$ cat src/sv/lmcs_pkg.sv
// shared types, constants and the column stream builder of the led matrix serializer
package lmcs_pkg;

   localparam int COLUMNS     = 10;
   localparam int FRAME_WORDS = 5;
   localparam int STREAM_BITS = 24;

   localparam int COL_W  = 4;   // columns 0..9 plus the blanking pass
   localparam int BIT_W  = 5;   // bit position 0..23
   localparam int IDX_W  = 3;   // frame word index
   localparam int WORD_W = 32;
   localparam int GAP_W  = 24;

   localparam logic [WORD_W-1:0] EVEN_BITS = 32'h5555_5555;
   localparam logic [WORD_W-1:0] STEP0     = 32'd4281684;
   localparam logic [WORD_W-1:0] STEP1     = 32'd43688;
   localparam logic [WORD_W-1:0] STEP2     = 32'd1360;
   localparam logic [WORD_W-1:0] STEP3     = 32'd160;

   // register indexes of the csr port
   localparam logic REG_COLUMN_GAP = 1'b0;
   localparam logic REG_FRAME_GAP  = 1'b1;

   // input kinds carried on tuser
   localparam logic ACT_WRITE = 1'b0;
   localparam logic ACT_TICK  = 1'b1;

   typedef struct packed {
      logic [GAP_W-1:0] column_gap;
      logic [GAP_W-1:0] frame_gap;
   } gap_cfg_type;

   typedef struct packed {
      logic latch;
      logic shift_data;
      logic shift_clock;
   } pins_type;

   typedef enum logic [3:0] {
      PH_LOW   = 4'b0001,
      PH_HIGH  = 4'b0010,
      PH_LATCH = 4'b0100,
      PH_GAP   = 4'b1000
   } phase_type;

   function automatic logic [STREAM_BITS-1:0] select_mask(input logic [COL_W-1:0] col);
      logic [STREAM_BITS-1:0] m;
      case (col)
         4'd0:    m = 24'd732576;
         4'd1:    m = 24'd4402592;
         4'd2:    m = 24'd4795808;
         4'd3:    m = 24'd4861344;
         4'd4:    m = 24'd4918688;
         4'd5:    m = 24'd4924832;
         4'd6:    m = 24'd4925856;
         4'd7:    m = 24'd4926624;
         4'd8:    m = 24'd4926752;
         4'd9:    m = 24'd4926848;
         default: m = '0;
      endcase
      return m;
   endfunction

   function automatic logic [WORD_W-1:0] squeeze(input logic [WORD_W-1:0] v,
                                                 input logic [WORD_W-1:0] m);
      return (v & ~m) | ((v & m) >> 1);
   endfunction

   // word is the raw frame word picked for this column
   function automatic logic [STREAM_BITS-1:0] build_stream(input logic [WORD_W-1:0] word,
                                                         input logic [COL_W-1:0]  col);
      logic [WORD_W-1:0] v;
      if (col >= COL_W'(COLUMNS)) begin
         return '0;
      end
      v = (col < COL_W'(FRAME_WORDS)) ? word : (word >> 1);
      v = v & EVEN_BITS;
      v = squeeze(v, STEP0);
      v = squeeze(v, STEP1);
      v = squeeze(v, STEP2);
      v = squeeze(v, STEP3);
      return v[STREAM_BITS-1:0] | select_mask(col);
   endfunction

endpackage

$ cat src/sv/lmcs_csr.sv
// csr block holding the column and frame gap registers
module lmcs_csr (
   input  logic                       clock,
   input  logic                       reset,
   input  logic                       csr_psel,
   input  logic                       csr_penable,
   input  logic                       csr_pwrite,
   input  logic [2:0]                 csr_paddr,
   input  logic [31:0]                csr_pwdata,
   output logic [31:0]                csr_prdata,
   output logic                       csr_pready,
   output lmcs_pkg::gap_cfg_type      gap_cfg
);

   logic [lmcs_pkg::GAP_W-1:0] column_gap_ff, column_gap_in;
   logic [lmcs_pkg::GAP_W-1:0] frame_gap_ff, frame_gap_in;
   logic                       wr_en;

   assign csr_pready = 1'b1;
   assign wr_en      = csr_psel & csr_penable & csr_pwrite;

   always_comb begin
      column_gap_in = column_gap_ff;
      frame_gap_in  = frame_gap_ff;
      if (wr_en) begin
         unique case (csr_paddr[2])
            lmcs_pkg::REG_COLUMN_GAP: column_gap_in = csr_pwdata[lmcs_pkg::GAP_W-1:0];
            lmcs_pkg::REG_FRAME_GAP:  frame_gap_in  = csr_pwdata[lmcs_pkg::GAP_W-1:0];
            default: ;
         endcase
      end
   end

   always_ff @(posedge clock) begin
      if (reset) begin
         column_gap_ff <= 24'd1000;
         frame_gap_ff  <= 24'd10000;
      end else begin
         column_gap_ff <= column_gap_in;
         frame_gap_ff  <= frame_gap_in;
      end
   end

   always_comb begin
      unique case (csr_paddr[2])
         lmcs_pkg::REG_COLUMN_GAP: csr_prdata = {8'd0, column_gap_ff};
         lmcs_pkg::REG_FRAME_GAP:  csr_prdata = {8'd0, frame_gap_ff};
         default:                  csr_prdata = '0;
      endcase
   end

   assign gap_cfg.column_gap = column_gap_ff;
   assign gap_cfg.frame_gap  = frame_gap_ff;

endmodule

$ cat src/sv/lmcs_frame_store.sv
// five-word frame store with one write port and one column-selected read
module lmcs_frame_store (
   input  logic                          clock,
   input  logic                          reset,
   input  logic                          wr_en,
   input  logic [lmcs_pkg::IDX_W-1:0]    wr_idx,
   input  logic [lmcs_pkg::WORD_W-1:0]   wr_data,
   input  logic [lmcs_pkg::COL_W-1:0]    col,
   output logic [lmcs_pkg::WORD_W-1:0]   rd_word
);

   logic [lmcs_pkg::WORD_W-1:0] store_ff [lmcs_pkg::FRAME_WORDS];
   logic [lmcs_pkg::IDX_W-1:0]  rd_idx;

   always_ff @(posedge clock) begin
      if (reset) begin
         for (int i = 0; i < lmcs_pkg::FRAME_WORDS; i++) begin
            store_ff[i] <= '0;
         end
      end else if (wr_en && (wr_idx < lmcs_pkg::IDX_W'(lmcs_pkg::FRAME_WORDS))) begin
         store_ff[wr_idx] <= wr_data;
      end
   end

   // left half walks the words backwards, right half forwards
   always_comb begin
      if (col < lmcs_pkg::COL_W'(lmcs_pkg::FRAME_WORDS)) begin
         rd_idx = lmcs_pkg::IDX_W'(lmcs_pkg::COL_W'(lmcs_pkg::FRAME_WORDS - 1) - col);
      end else begin
         rd_idx = lmcs_pkg::IDX_W'(col - lmcs_pkg::COL_W'(lmcs_pkg::FRAME_WORDS));
      end
   end

   assign rd_word = (rd_idx < lmcs_pkg::IDX_W'(lmcs_pkg::FRAME_WORDS)) ? store_ff[rd_idx] : '0;

endmodule

$ cat src/sv/lmcs_scan.sv
// scan sequencer: shift, latch and gap phases for every column and the blanking pass
module lmcs_scan (
   input  logic                          clock,
   input  logic                          reset,
   input  logic                          tick,
   input  lmcs_pkg::gap_cfg_type         gap_cfg,
   input  logic [lmcs_pkg::WORD_W-1:0]   frame_word,
   output logic [lmcs_pkg::COL_W-1:0]    col,
   output lmcs_pkg::pins_type            pins
);

   lmcs_pkg::phase_type                   phase_ff, phase_in;
   logic [lmcs_pkg::COL_W-1:0]            col_ff, col_in;
   logic [lmcs_pkg::BIT_W-1:0]            bit_ff, bit_in;
   logic [lmcs_pkg::GAP_W-1:0]            gap_ff, gap_in;
   logic [lmcs_pkg::STREAM_BITS-1:0]      stream_ff, stream_in;
   logic [lmcs_pkg::STREAM_BITS-1:0]      stream_now;
   logic [lmcs_pkg::GAP_W-1:0]            gap_load;
   logic [lmcs_pkg::COL_W-1:0]            col_next;

   assign col = col_ff;

   // the stream is rebuilt on the first shift of every pass
   assign stream_now = (bit_ff == '0) ? lmcs_pkg::build_stream(frame_word, col_ff) : stream_ff;
   assign gap_load   = (col_ff < lmcs_pkg::COL_W'(lmcs_pkg::COLUMNS)) ?
                       gap_cfg.column_gap : gap_cfg.frame_gap;
   assign col_next   = (col_ff >= lmcs_pkg::COL_W'(lmcs_pkg::COLUMNS)) ?
                       '0 : col_ff + 1'b1;

   always_comb begin
      phase_in  = phase_ff;
      col_in    = col_ff;
      bit_in    = bit_ff;
      gap_in    = gap_ff;
      stream_in = stream_ff;
      pins      = '{latch: 1'b1, shift_data: stream_ff[lmcs_pkg::STREAM_BITS-1],
                    shift_clock: 1'b1};
      unique case (phase_ff)
         lmcs_pkg::PH_LOW: begin
            pins      = '{latch: 1'b0, shift_data: stream_now[bit_ff], shift_clock: 1'b0};
            stream_in = stream_now;
            phase_in  = lmcs_pkg::PH_HIGH;
         end
         lmcs_pkg::PH_HIGH: begin
            pins = '{latch: 1'b0, shift_data: stream_ff[bit_ff], shift_clock: 1'b1};
            if (bit_ff == lmcs_pkg::BIT_W'(lmcs_pkg::STREAM_BITS - 1)) begin
               bit_in   = '0;
               phase_in = lmcs_pkg::PH_LATCH;
            end else begin
               bit_in   = bit_ff + 1'b1;
               phase_in = lmcs_pkg::PH_LOW;
            end
         end
         lmcs_pkg::PH_LATCH: begin
            if (gap_load == '0) begin
               col_in   = col_next;
               phase_in = lmcs_pkg::PH_LOW;
            end else begin
               gap_in   = gap_load;
               phase_in = lmcs_pkg::PH_GAP;
            end
         end
         lmcs_pkg::PH_GAP: begin
            if (gap_ff <= lmcs_pkg::GAP_W'(1)) begin
               gap_in   = '0;
               col_in   = col_next;
               phase_in = lmcs_pkg::PH_LOW;
            end else begin
               gap_in = gap_ff - 1'b1;
            end
         end
         default: begin
            phase_in = lmcs_pkg::PH_LOW;
         end
      endcase
   end

   always_ff @(posedge clock) begin
      if (reset) begin
         phase_ff  <= lmcs_pkg::PH_LOW;
         col_ff    <= '0;
         bit_ff    <= '0;
         gap_ff    <= '0;
         stream_ff <= '0;
      end else if (tick) begin
         phase_ff  <= phase_in;
         col_ff    <= col_in;
         bit_ff    <= bit_in;
         gap_ff    <= gap_in;
         stream_ff <= stream_in;
      end
   end

endmodule

$ cat src/sv/lmcs_out_buf.sv
// two-entry output buffer (result register plus skid register)
module lmcs_out_buf (
   input  logic                clock,
   input  logic                reset,
   input  logic                push,
   input  lmcs_pkg::pins_type  push_pins,
   output logic                can_accept,
   output logic                rsp_tvalid,
   input  logic                rsp_tready,
   output logic [7:0]          rsp_tdata
);

   logic               main_valid_ff, main_valid_in;
   logic               skid_valid_ff, skid_valid_in;
   lmcs_pkg::pins_type main_ff, main_in;
   lmcs_pkg::pins_type skid_ff, skid_in;
   logic               take;

   assign can_accept = ~skid_valid_ff;
   assign take       = main_valid_ff & rsp_tready;

   always_comb begin
      main_valid_in = main_valid_ff;
      skid_valid_in = skid_valid_ff;
      main_in       = main_ff;
      skid_in       = skid_ff;
      if (take) begin
         if (skid_valid_ff) begin
            main_in       = skid_ff;
            skid_valid_in = 1'b0;
         end else begin
            main_valid_in = push;
            main_in       = push_pins;
         end
      end else if (push) begin
         if (!main_valid_ff) begin
            main_valid_in = 1'b1;
            main_in       = push_pins;
         end else begin
            skid_valid_in = 1'b1;
            skid_in       = push_pins;
         end
      end
   end

   always_ff @(posedge clock) begin
      if (reset) begin
         main_valid_ff <= 1'b0;
         skid_valid_ff <= 1'b0;
      end else begin
         main_valid_ff <= main_valid_in;
         skid_valid_ff <= skid_valid_in;
      end
   end

   always_ff @(posedge clock) begin
      main_ff <= main_in;
      skid_ff <= skid_in;
   end

   assign rsp_tvalid = main_valid_ff;
   assign rsp_tdata  = {5'd0, main_ff};

endmodule

$ cat src/sv/led_matrix_column_scan_serializer_top.sv
// top level of the led matrix column scan serializer
// Drives the shift clock, serial data and latch pins of a 24-bit shift-register
// chain that scans an LED matrix. Each input word is either a frame write
// (tuser low: replaces one of five 32-bit frame words, no response) or a scan
// tick (tuser high: advances the pins by one step and returns one response word
// with the new pin levels). Per column, 24 bits go out LSB first as clock-low /
// clock-high tick pairs with the latch low, then one latch tick, then
// column_gap_ticks idle ticks; after ten columns a blanking pass shifts 24 zeros,
// latches and waits frame_gap_ticks. The column stream is compacted from the
// frame word on the first tick of each pass, so frame writes show from the next
// column on. Throughput is one input word per clock while req_tready is high; a
// tick's response is registered in the output buffer's result register, or in
// its skid register while the result register is held, and the pin levels come
// straight from the scan sequencer's logic. A two-entry output buffer keeps
// req_tready high while one response waits; req_tready drops only when two are
// pending. Reset restores the gap registers to 1000 and 10000 and clears the
// frame store and scan state at once; there is no clearing pass. Gap registers
// sit at csr byte address 0 (column gap) and 4 (frame gap), 24 bits each.
module led_matrix_column_scan_serializer_top (
   input  logic        clock,
   input  logic        reset,
   // input words
   input  logic        req_tvalid,
   output logic        req_tready,
   input  logic [39:0] req_tdata,   // [2:0] word_index, [34:3] word_data, rest zero
   input  logic        req_tuser,   // [0] action: 0 frame write, 1 scan tick
   // response words
   output logic        rsp_tvalid,
   input  logic        rsp_tready,
   output logic [7:0]  rsp_tdata,   // [0] shift_clock, [1] shift_data, [2] latch, rest zero
   // csr port
   input  logic        csr_psel,
   input  logic        csr_penable,
   input  logic        csr_pwrite,
   input  logic [2:0]  csr_paddr,
   input  logic [31:0] csr_pwdata,
   output logic [31:0] csr_prdata,
   output logic        csr_pready
);

   lmcs_pkg::gap_cfg_type              gap_cfg;
   lmcs_pkg::pins_type                 pins;
   logic                               accept;
   logic                               tick;
   logic                               write;
   logic                               can_accept;
   logic [lmcs_pkg::COL_W-1:0]         col;
   logic [lmcs_pkg::WORD_W-1:0]        frame_word;

   assign req_tready = can_accept;
   assign accept     = req_tvalid & req_tready;
   assign tick       = accept & (req_tuser == lmcs_pkg::ACT_TICK);
   assign write      = accept & (req_tuser == lmcs_pkg::ACT_WRITE);

   // gap registers
   lmcs_csr u_csr (
      .clock       (clock),
      .reset       (reset),
      .csr_psel    (csr_psel),
      .csr_penable (csr_penable),
      .csr_pwrite  (csr_pwrite),
      .csr_paddr   (csr_paddr),
      .csr_pwdata  (csr_pwdata),
      .csr_prdata  (csr_prdata),
      .csr_pready  (csr_pready),
      .gap_cfg     (gap_cfg)
   );

   // frame words, read by the column currently being scanned
   lmcs_frame_store u_store (
      .clock   (clock),
      .reset   (reset),
      .wr_en   (write),
      .wr_idx  (req_tdata[2:0]),
      .wr_data (req_tdata[34:3]),
      .col     (col),
      .rd_word (frame_word)
   );

   // pin sequencer, steps once per accepted tick
   lmcs_scan u_scan (
      .clock      (clock),
      .reset      (reset),
      .tick       (tick),
      .gap_cfg    (gap_cfg),
      .frame_word (frame_word),
      .col        (col),
      .pins       (pins)
   );

   // response register plus skid entry
   lmcs_out_buf u_out (
      .clock      (clock),
      .reset      (reset),
      .push       (tick),
      .push_pins  (pins),
      .can_accept (can_accept),
      .rsp_tvalid (rsp_tvalid),
      .rsp_tready (rsp_tready),
      .rsp_tdata  (rsp_tdata)
   );

endmodule

$ cat config.mk
export PLATFORM = sky130hd
export DESIGN_NAME = led_matrix_column_scan_serializer_top
export DESIGN_NICKNAME = d
export VERILOG_FILES = /design/src/sv/lmcs_pkg.sv /design/src/sv/lmcs_csr.sv /design/src/sv/lmcs_frame_store.sv /design/src/sv/lmcs_scan.sv /design/src/sv/lmcs_out_buf.sv /design/src/sv/led_matrix_column_scan_serializer_top.sv
export SDC_FILE = /design/constraint.sdc
export NUM_CORES = 1
export LEC_CHECK = 0
export ABC_AREA = 1
export BUFFER_PORTS_ARGS = -buffer_cell sky130_fd_sc_hd__buf_2
export CAP_MARGIN = 20
export CORE_MARGIN = 1
export CORE_UTILIZATION = 53
export DETAILED_ROUTE_END_ITERATION = 10
export GPL_TIMING_DRIVEN = 0
export PLACE_DENSITY = 0.75
export SLEW_MARGIN = 10
export SYNTH_ARGS = -nofsm -noshare
export SYNTH_HDL_FRONTEND = slang
export SYNTH_SLANG_ARGS = --single-unit
$ cat constraint.sdc
create_clock -name clock -period 2.8 [get_ports clock]
set_input_delay 0.56 -clock clock [delete_from_list [all_inputs] [get_ports clock]]
set_output_delay 0.56 -clock clock [all_outputs]
set_load 0.01 [all_outputs]
==> reports/results.ini, run 1 <==
[sta]
finalHoldViolations=0
setup_viol=0
slew_violations=0
layout_min_cycle_time_ns=2.769
period_share_pct=98.88
setup_slack_ns=0.03130
rsz0062_at_grt=yes
clock.fmax_mhz=361.2
finalClockSkew_ns=0.01483
tightest_slew_ns=0.8535
whs_ns=0.1955
maxSlewHeadroom_pct=43.10

[power]
p_comb_share_pct=7.5
seq_power_share_pct=49.9
power.density_mw_per_mm2=553.3
swShare_pct=23.63
power_w=0.008830
ir_drop_uv=539.8
internal_power_w=0.006743
p_leak_nw=6.979
p_switching_w=0.002086
pwr-share-clk_pct=42.6

[floorplan]
ios=126
die_x_um=159.6
floorplan.initialDensity_pct=54.14
die_area_mm2=0.02548
core-area_mm2=0.02432
rows=57
die-height_um=159.6

[critical_path]
path_class=register to register
crit_path_end_kind=register
start_kind=register
cp_max_fo=7
required_ns=3.24
cp.arrival_ns=3.21

[detailed_routing]
drc=0
drt_iter0_markers=1179
vias=12060
final_antenna_net_count=0
wirelength_um=36480
vias_per_cell=5.559
routedWlPerCell_um=16.82
firstDrtPassIters=6

[place]
dp_hpwl_um=24960
gp_congestion=0.9248
pre_cts_slack_ns=-1.256
placedInstanceArea_mm2=0.01414
port_buffers=87

[grt]
grt_max_degree=25
antenna_found_initial=0
grt_overflow=0
grt_pass1_wl_um=55550
grtUsageTotal_pct=27.36
grt_pass1_vias=11060

[clocking]
cts_sinks=271
cts_tree=done
clockBufferDepth=3
cts_hold_buffers=0
clockRootBuffer=clkbuf_16
clock_latency_ns=0.55
cts-buffers-inserted=29
cts_max_level=1
clkTransAtPathRegs_ns=0.06

[final_layout]
antenna_cells=0
synthToLayoutAreaGrowth_pct=21.18
drive_gt1_share_pct=17.89
post-route-util_pct=65.61
final_area_mm2=0.01596
multiInputGateArea_mm2=0.005782
fillers=1945
ff_latch_area_mm2=0.006935
nets=1913

[synthesis]
netlist_instances=1635
yosysWarnings=0
syn_avg_cell_area_um2=8.054
async_flop_share_pct=0
yosysTopAreaCell=edfxtp_1
synth.distinct_cells=54
yosysSeqAreaShare_pct=52.60
syn_area_mm2=0.01317
yosys.area.top_type_share_pct=34.21
synth_edf_count=150
yosys_most_used_dff=edfxtp_1
synth_area_leaders=edfxtp_1 (34%), dfxtp_1 (18%), nand2_1 (11%), nor2_1 (8.0%), o21ai_0 (4.5%)
synth-seq-cells=271

[job]
cap_viol_max_count=0

[worst_hold_path]
hp-class=primary input to register

[status]
outcome=finished, final reports clean

worst paths after layout:
check                             to  slack [ns]                 start  cells after the start
max                         register        0.03         u_scan.col[2]                     15
min          u_store.store_ff[5][14]        0.20         req_tdata[17]                      1
min reg2reg     u_scan.stream_ff[15]        0.45  u_scan.stream_ff[15]                      2
max reg2reg                 register        0.03         u_scan.col[2]                     15
registers in the layout, indices dropped and copies added (netlist names), named ones only:
register / count
u_out.skid_ff: 3
u_csr.frame_gap_ff: 24
u_out.skid_valid_ff: 1
u_out.rsp_tdata: 3
u_scan.bit_ff: 5
u_store.store_ff: 144
u_csr.column_gap_ff: 24
u_scan.col: 4
u_scan.phase_ff: 4
u_scan.gap_ff: 24
u_scan.stream_ff: 24
u_out.rsp_tvalid: 1
per-stage QoR:
| step | cells | setup TNS [ns] |
|---|---|---|
| after floorplan | 1671 | 0 |
| after global routing | 2169 | -1.058 |
| final | 2169 | 0 |
| after CTS | 2138 | -0.08979 |
| after global placement | 2082 | -134.46 |
| after detailed placement | 2082 | -147.67 |
layer usage:
layer,global-route usage (%),up-vias,share of wire (%)
met2,44.36,607,47
met3,4.312,115,8.8
met4,11.10,0,3.5
li1,-,5765,-
met5,0,-,0
met1,36.71,5570,41
power groups by stage:
stage          Sequential [W]  Combinational [W]  Clock, W
5_1_grt               0.00442           0.000729   0.00395
6_report              0.00440           0.000662   0.00376
3_5_place_dp          0.00449           0.000601         0
2_1_floorplan         0.00447           0.000385         0
3_3_place_gp          0.00448           0.000590         0
4_1_cts               0.00440           0.000615   0.00378
kinds of logic (layout without fill, tap and decap cells):
family | Yosys count | after routing | share of synthesized area (%)
AOI/OAI and AO/OA | 279 | 279 | 12.11
xor gates and xnor gates | 13 | 13 | 0.8647
adders and majority gates | 7 | 7 | 0.6651
buffers and inverters | 229 | 402 | 7.307
DFF | 271 | 271 | 52.60
muxes | 8 | 8 | 0.6082
other | 2 | 38 | 0.05703
and+or+nand+nor | 826 | 827 | 25.79
cell usage in the layout (no fill, tap or decap), types with 8 or more instances in the layout:
master | netlist | final
a211oi_2 | 8 | 8
a21oi_1 | 98 | 91
a21oi_2 | 1 | 8
buf_2 | 17 | 94
buf_4 | 17 | 43
buf_6 | 2 | 12
clkbuf_1 | 55 | 46
clkbuf_16 | 0 | 33
clkinv_1 | 4 | 9
conb_1 | 2 | 38
dfxtp_1 | 121 | 116
edfxtp_1 | 150 | 150
inv_1 | 123 | 119
inv_2 | 7 | 9
mux2i_1 | 8 | 8
nand2_1 | 387 | 362
nand2_2 | 9 | 22
nand2_4 | 2 | 11
nand3_1 | 90 | 79
nand3_2 | 2 | 11
nand4_1 | 22 | 22
nor2_1 | 281 | 270
nor2_2 | 3 | 12
nor3_1 | 16 | 15
o21ai_0 | 119 | 105
o21ai_1 | 8 | 16
o21ai_2 | 3 | 8
o22ai_1 | 11 | 11
xor2_1 | 11 | 11
worst max-delay path, stage by stage, from the launching register on:
cell and delay (ns):
dfxtp_4 0.38, o21ai_4 0.35, buf_8 0.18, nand2_1 0.05
o21ai_1 0.26, nand4_1 0.14, nor2_1 0.14, nand4_1 0.27
nand2_4 0.24, nand2_4 0.09, nand2_1 0.09, nand3_2 0.13
nor2_2 0.16, nand2_1 0.08, nand2_1 0.06, nand2_1 0.04
cells in the mapped netlist (4+ instances only):
library cell and number:
a211oi_1 5, a211oi_2 8, a21oi_1 98, a32o_1 6, buf_2 17, buf_4 17
clkbuf_1 55, clkinv_1 4, dfxtp_1 121, edfxtp_1 150, ha_1 7, inv_1 123
inv_2 7, mux2i_1 8, nand2_1 387, nand2_2 9, nand3_1 90, nand4_1 22
nor2_1 281, nor3_1 16, nor4_1 4, o211ai_1 4, o21ai_0 119, o21ai_1 8
o22ai_1 11, xor2_1 11
area by class of cell:
cell class / instances / area share (%)
Sequential cell: 271 / 43.46
Timing Repair Buffer: 122 / 4.760
Multi-Input combinational cell: 1172 / 36.23
Buffer: 92 / 3.881
Inverter: 135 / 3.262
Clock buffer: 35 / 4.940
Tap cell: 324 / 2.541
Clock inverter: 18 / 0.9174
repair_timing:
action,CTS,global route
resized for setup,55,126
pin swaps,2,28
buffers inserted,3,26
cloned,0,7
setup endpoints to repair,167,180
(Power assumes the default switching activity.)
==> inputs of run 2 (changes only) <==
- CORE_UTILIZATION: 53 -> 64
- PLACE_DENSITY: 0.75 -> 0.85
- clock period: 2.8 -> 3.5 ns (I/O delays scaled with it)
==> reports/results.ini, run 2 (synthesis results as in run 1) <==
[final_layout]
nets=1884
layout_commonest_cell=nand2_1
drive_gt1_share_pct=12.28
top_register=u_store.store_ff
post-route-util_pct=74.74
largest_reg_flops=144
final_cell_mix=nand2_1 (382), nor2_1 (281), edfxtp_1 (150)
synthToLayoutAreaGrowth_pct=14.48
antenna_cells=0
ff_latch_area_mm2=0.006927
multiInputGateArea_mm2=0.005431
final_area_mm2=0.01507
fillers=1527

[place]
placedInstanceArea_mm2=0.01408
dp_hpwl_um=25340
gp_congestion=0.9265
port_buffers=87

[floorplan]
core-area_mm2=0.02017
floorplan.initialDensity_pct=65.29
die_x_um=145.4
ios=126
die-height_um=145.4
rows=52
die_area_mm2=0.02115

[power]
power_w=0.006972
ir_drop_uv=465.7
p_switching_w=0.001653
pwr-share-clk_pct=42.2
p_leak_nw=6.606
internal_power_w=0.005318
seq_power_share_pct=50.6
power.density_mw_per_mm2=462.5
p_comb_share_pct=7.2
swShare_pct=23.72

[critical_path]
required_ns=3.69
cp.arrival_ns=3.48
crit_slowest_cell=nand2_2
cp_cell_sequence=buf_2 -> o21ai_0 -> nand4_1 -> nor3_1 -> nand3_1 -> clkbuf_1 -> nand2_2
crit_path_end_kind=register
cp_max_fo=24
path_class=primary input to register
start_kind=primary input
crit_path_max_incr_delay_ns=0.58

[sta]
rsz0062_at_grt=no
finalHoldViolations=0
setup_viol=0
slew_violations=0
tightest_slew_ns=0.9068
layout_min_cycle_time_ns=3.290
whs_ns=0.3247
maxSlewHeadroom_pct=39.55
clock.fmax_mhz=304.0
finalClockSkew_ns=0.03328
period_share_pct=93.99

[detailed_routing]
vias=12070
final_antenna_net_count=0
routedWlPerCell_um=17.21
drt_iter0_markers=1301
firstDrtPassIters=6
drc=0
wirelength_um=35890
vias_per_cell=5.788

[job]
cap_viol_max_count=0

[grt]
grt_overflow=0
grtUsageTotal_pct=33.65
grt_max_degree=25
antenna_found_initial=0
grt_pass1_wl_um=56460
grt_pass1_vias=11360

[clocking]
clock_latency_ns=0.57
clkTransAtPathRegs_ns=0.06
cts_tree=done
cts-buffers-inserted=28
clockBufferDepth=3
cts_max_level=1
cts_hold_buffers=0
clockRootBuffer=clkbuf_16
cts_sinks=271

[status]
outcome=finished, final reports clean

[worst_hold_path]
hp-class=primary input to register

run 2: cell type report:
cell class | count | area share [%]
plain buffers | 94 | 3.096
clock buffers | 41 | 5.378
multi-input cells | 1171 | 36.03
flip-flops and latches | 271 | 45.95
clock inverters | 11 | 0.6391
repair buffers | 93 | 3.262
inverters | 135 | 3.403
well taps | 270 | 2.241
run 2: what timing repair did:
| action | CTS | global route |
|---|---|---|
| setup buffers | 0 | 4 |
| gates resized for setup | 4 | 12 |
| setup endpoints to repair | 31 | 31 |
| pin swaps | 0 | 1 |
run 2: final timing paths:
kind	startpoint	to	slack, ns	depth (start not counted)
hold reg to reg	u_scan.stream_ff[15]	u_scan.stream_ff[15]	0.45	2
setup / recovery	req_tdata[1]	u_store.store_ff[4][5]	0.21	7
setup reg to reg	u_scan.col[0]	u_out.rsp_tdata[1]	0.23	25
hold / removal	req_tdata[26]	u_store.store_ff[5][23]	0.32	1
run 2: critical path: cells and delay by family:
| family | cells | cell delay, ns |
|---|---|---|
| AO/OA/AOI/OAI | 1 | 0.49 |
| AND/OR/NAND/NOR | 4 | 1.70 |
| buffers and inverters | 2 | 0.55 |
run 2: routing by layer:
layer | GRT usage [%] | routed length [um]
met1 | 43.22 | 14080
met2 | 56.39 | 17060
met3 | 5.172 | 3228
met4 | 15.53 | 1525
met5 | 0 | 0
run 2: stage by stage:
stage | cells | setup WS (ns) | TNS [ns]
after detailed placement | 2028 | -0.5991 | -52.50
final | 2086 | 0.2102 | 0
after global routing | 2086 | 0.0004583 | 0
after floorplan | 1671 | 0.7259 | 0
after CTS | 2080 | 0.03442 | 0
after global placement | 2028 | -0.5053 | -42.67
run 2: power groups by stage:
stage	sequential, W	combinational (W)	clock (W)
6_report	0.00352	0.000505	0.00294
5_1_grt	0.00353	0.000552	0.00306
4_1_cts	0.00353	0.000487	0.00293
3_5_place_dp	0.00359	0.000482	0
3_3_place_gp	0.00359	0.000471	0
2_1_floorplan	0.00358	0.000308	0
==> inputs of run 3 (changes only) <==
- PLACE_DENSITY: 0.85 -> 0.86
==> reports/results.ini, run 3 (synthesis results as in run 1) <==
[floorplan]
core-area_mm2=0.02017
floorplan.initialDensity_pct=65.29
die-height_um=145.4
rows=52
die_area_mm2=0.02115
die_x_um=145.4
ios=126

[final_layout]
nets=1882
instances_no_fill=2083
antenna_cells=0
layout_commonest_cell=nand2_1
drive_gt1_share_pct=12.13
synthToLayoutAreaGrowth_pct=14.43
top_register=u_store.store_ff
fillers=1526
final_cell_mix=nand2_1 (383), nor2_1 (281), edfxtp_1 (150)
post-route-util_pct=74.71
largest_reg_flops=144

[critical_path]
required_ns=3.56
path_common_cell=clkbuf_1
crit_path_max_incr_delay_ns=0.87
cp_cell_sequence=clkbuf_1 -> clkinv_1 -> clkbuf_1 -> clkbuf_1 -> nand2_1
cp.arrival_ns=3.41
crit_path_end_kind=register
reg2reg_setup_slack_ns=0.33
cp_max_fo=24
start_kind=primary input
path_class=primary input to register
crit_slowest_cell=nand2_1

[power]
power.density_mw_per_mm2=464.8
power_w=0.007004
ir_drop_uv=429.9
p_switching_w=0.001671
p_leak_nw=6.611
seq_power_share_pct=50.3
internal_power_w=0.005333
swShare_pct=23.86
pwr-share-clk_pct=42.4
p_comb_share_pct=7.3

[place]
pre_cts_slack_ns=-0.6308
port_buffers=87
gp_congestion=0.9669
dp.cells=2028
dp_hpwl_um=25350

[detailed_routing]
vias_per_cell=5.809
routedWlPerCell_um=17.52
firstDrtPassIters=6
wirelength_um=36490
final_antenna_net_count=0
drc=0
drt_iter0_markers=1326
vias=12100

[sta]
rsz0062_at_grt=no
tns_ns=0
slew_violations=0
maxSlewHeadroom_pct=30.35
tightest_slew_ns=1.042
layout_min_cycle_time_ns=3.356
period_share_pct=95.88
setup_viol=0
setup_slack_ns=0.1441
clock.fmax_mhz=298.0
finalHoldViolations=0
finalClockSkew_ns=0.02137

[clocking]
clkTransAtPathRegs_ns=0.06
cts_max_level=1
cts_tree=done
cts_hold_buffers=0
clockRootBuffer=clkbuf_16
cts-buffers-inserted=28
clock_latency_ns=0.57
clockBufferDepth=3
cts_sinks=271

[grt]
grt_pass1_vias=11560
grt_max_degree=25
grt_overflow=0
grtUsageTotal_pct=34.37
antenna_found_initial=1
grt_pass1_wl_um=57810

[job]
cap_viol_max_count=0

[worst_hold_path]
hp-class=primary input to register

[status]
outcome=finished, final reports clean

## run 3: changes by cell type in the layout (fill, tap and decap cells not counted), sizes merged
cell	delta
bufinv	+1
buf	-1
clkinvlp	-2
clkinv	+3
clkbuf	-4
## run 3: power groups by stage
stage	Clock (W)	Sequential (W)	Combinational, W
4_1_cts	0.00296	0.00353	0.000490
6_report	0.00297	0.00352	0.000509
2_1_floorplan	0	0.00358	0.000308
5_1_grt	0.00307	0.00354	0.000554
3_3_place_gp	0	0.00359	0.000470
3_5_place_dp	0	0.00359	0.000483
## run 3: path summary, 6_finish.rpt
kind,from,endpoint,depth (start not counted)
min,req_tdata[3],u_store.store_ff[5][0],1
max reg2reg,u_scan.col[0],u_out.rsp_tdata[1],25
min reg2reg,u_scan.stream_ff[15],u_scan.stream_ff[15],2
max,reset,u_store.store_ff[1][9],5
## run 3: repair_timing
item / CTS / global route
pin swaps: 0 / 1
setup buffers: 0 / 2
gates resized for setup: 7 / 12
gates cloned: 0 / 0
endpoints found under the hold margin: 0 / 0
setup endpoints to repair: 31 / 32
## run 3: stage by stage
stage	hold WS (ns)	instance area, um^2
3_3_place_gp	0.4425	14080
5_1_grt	0.3189	15070
6_report	0.3232	15070
4_1_cts	0.3145	15000
2_1_floorplan	0.4249	13300
3_5_place_dp	0.4462	14080
## run 3: layout make-up
class                      instances  area (um^2)  share of cell area (%)
timing repair buffer              91        480.5                   3.189
sequential                       271         6927                   45.97
clock inverter                    13        142.6                  0.9466
inverter                         135        511.7                   3.396
buffer                            94        465.4                   3.089
tap                              270        337.8                   2.242
multi-input combinational       1171         5434                   36.06
clock buffer                      38        769.5                   5.107
## run 3: routing by layer
layer	GRT usage [%]	up-vias	share of wire (%)
li1	-	5679	-
met1	44.47	5588	39
met2	56.90	685	47
met3	5.705	146	9.3
met4	15.89	2	4.6
met5	0	-	0.049
## run 3: critical path: cells and delay by family
kind | cells | cell delay [ns]
buffers and inverters | 4 | 1.82
and+or+nand+nor | 1 | 0.87
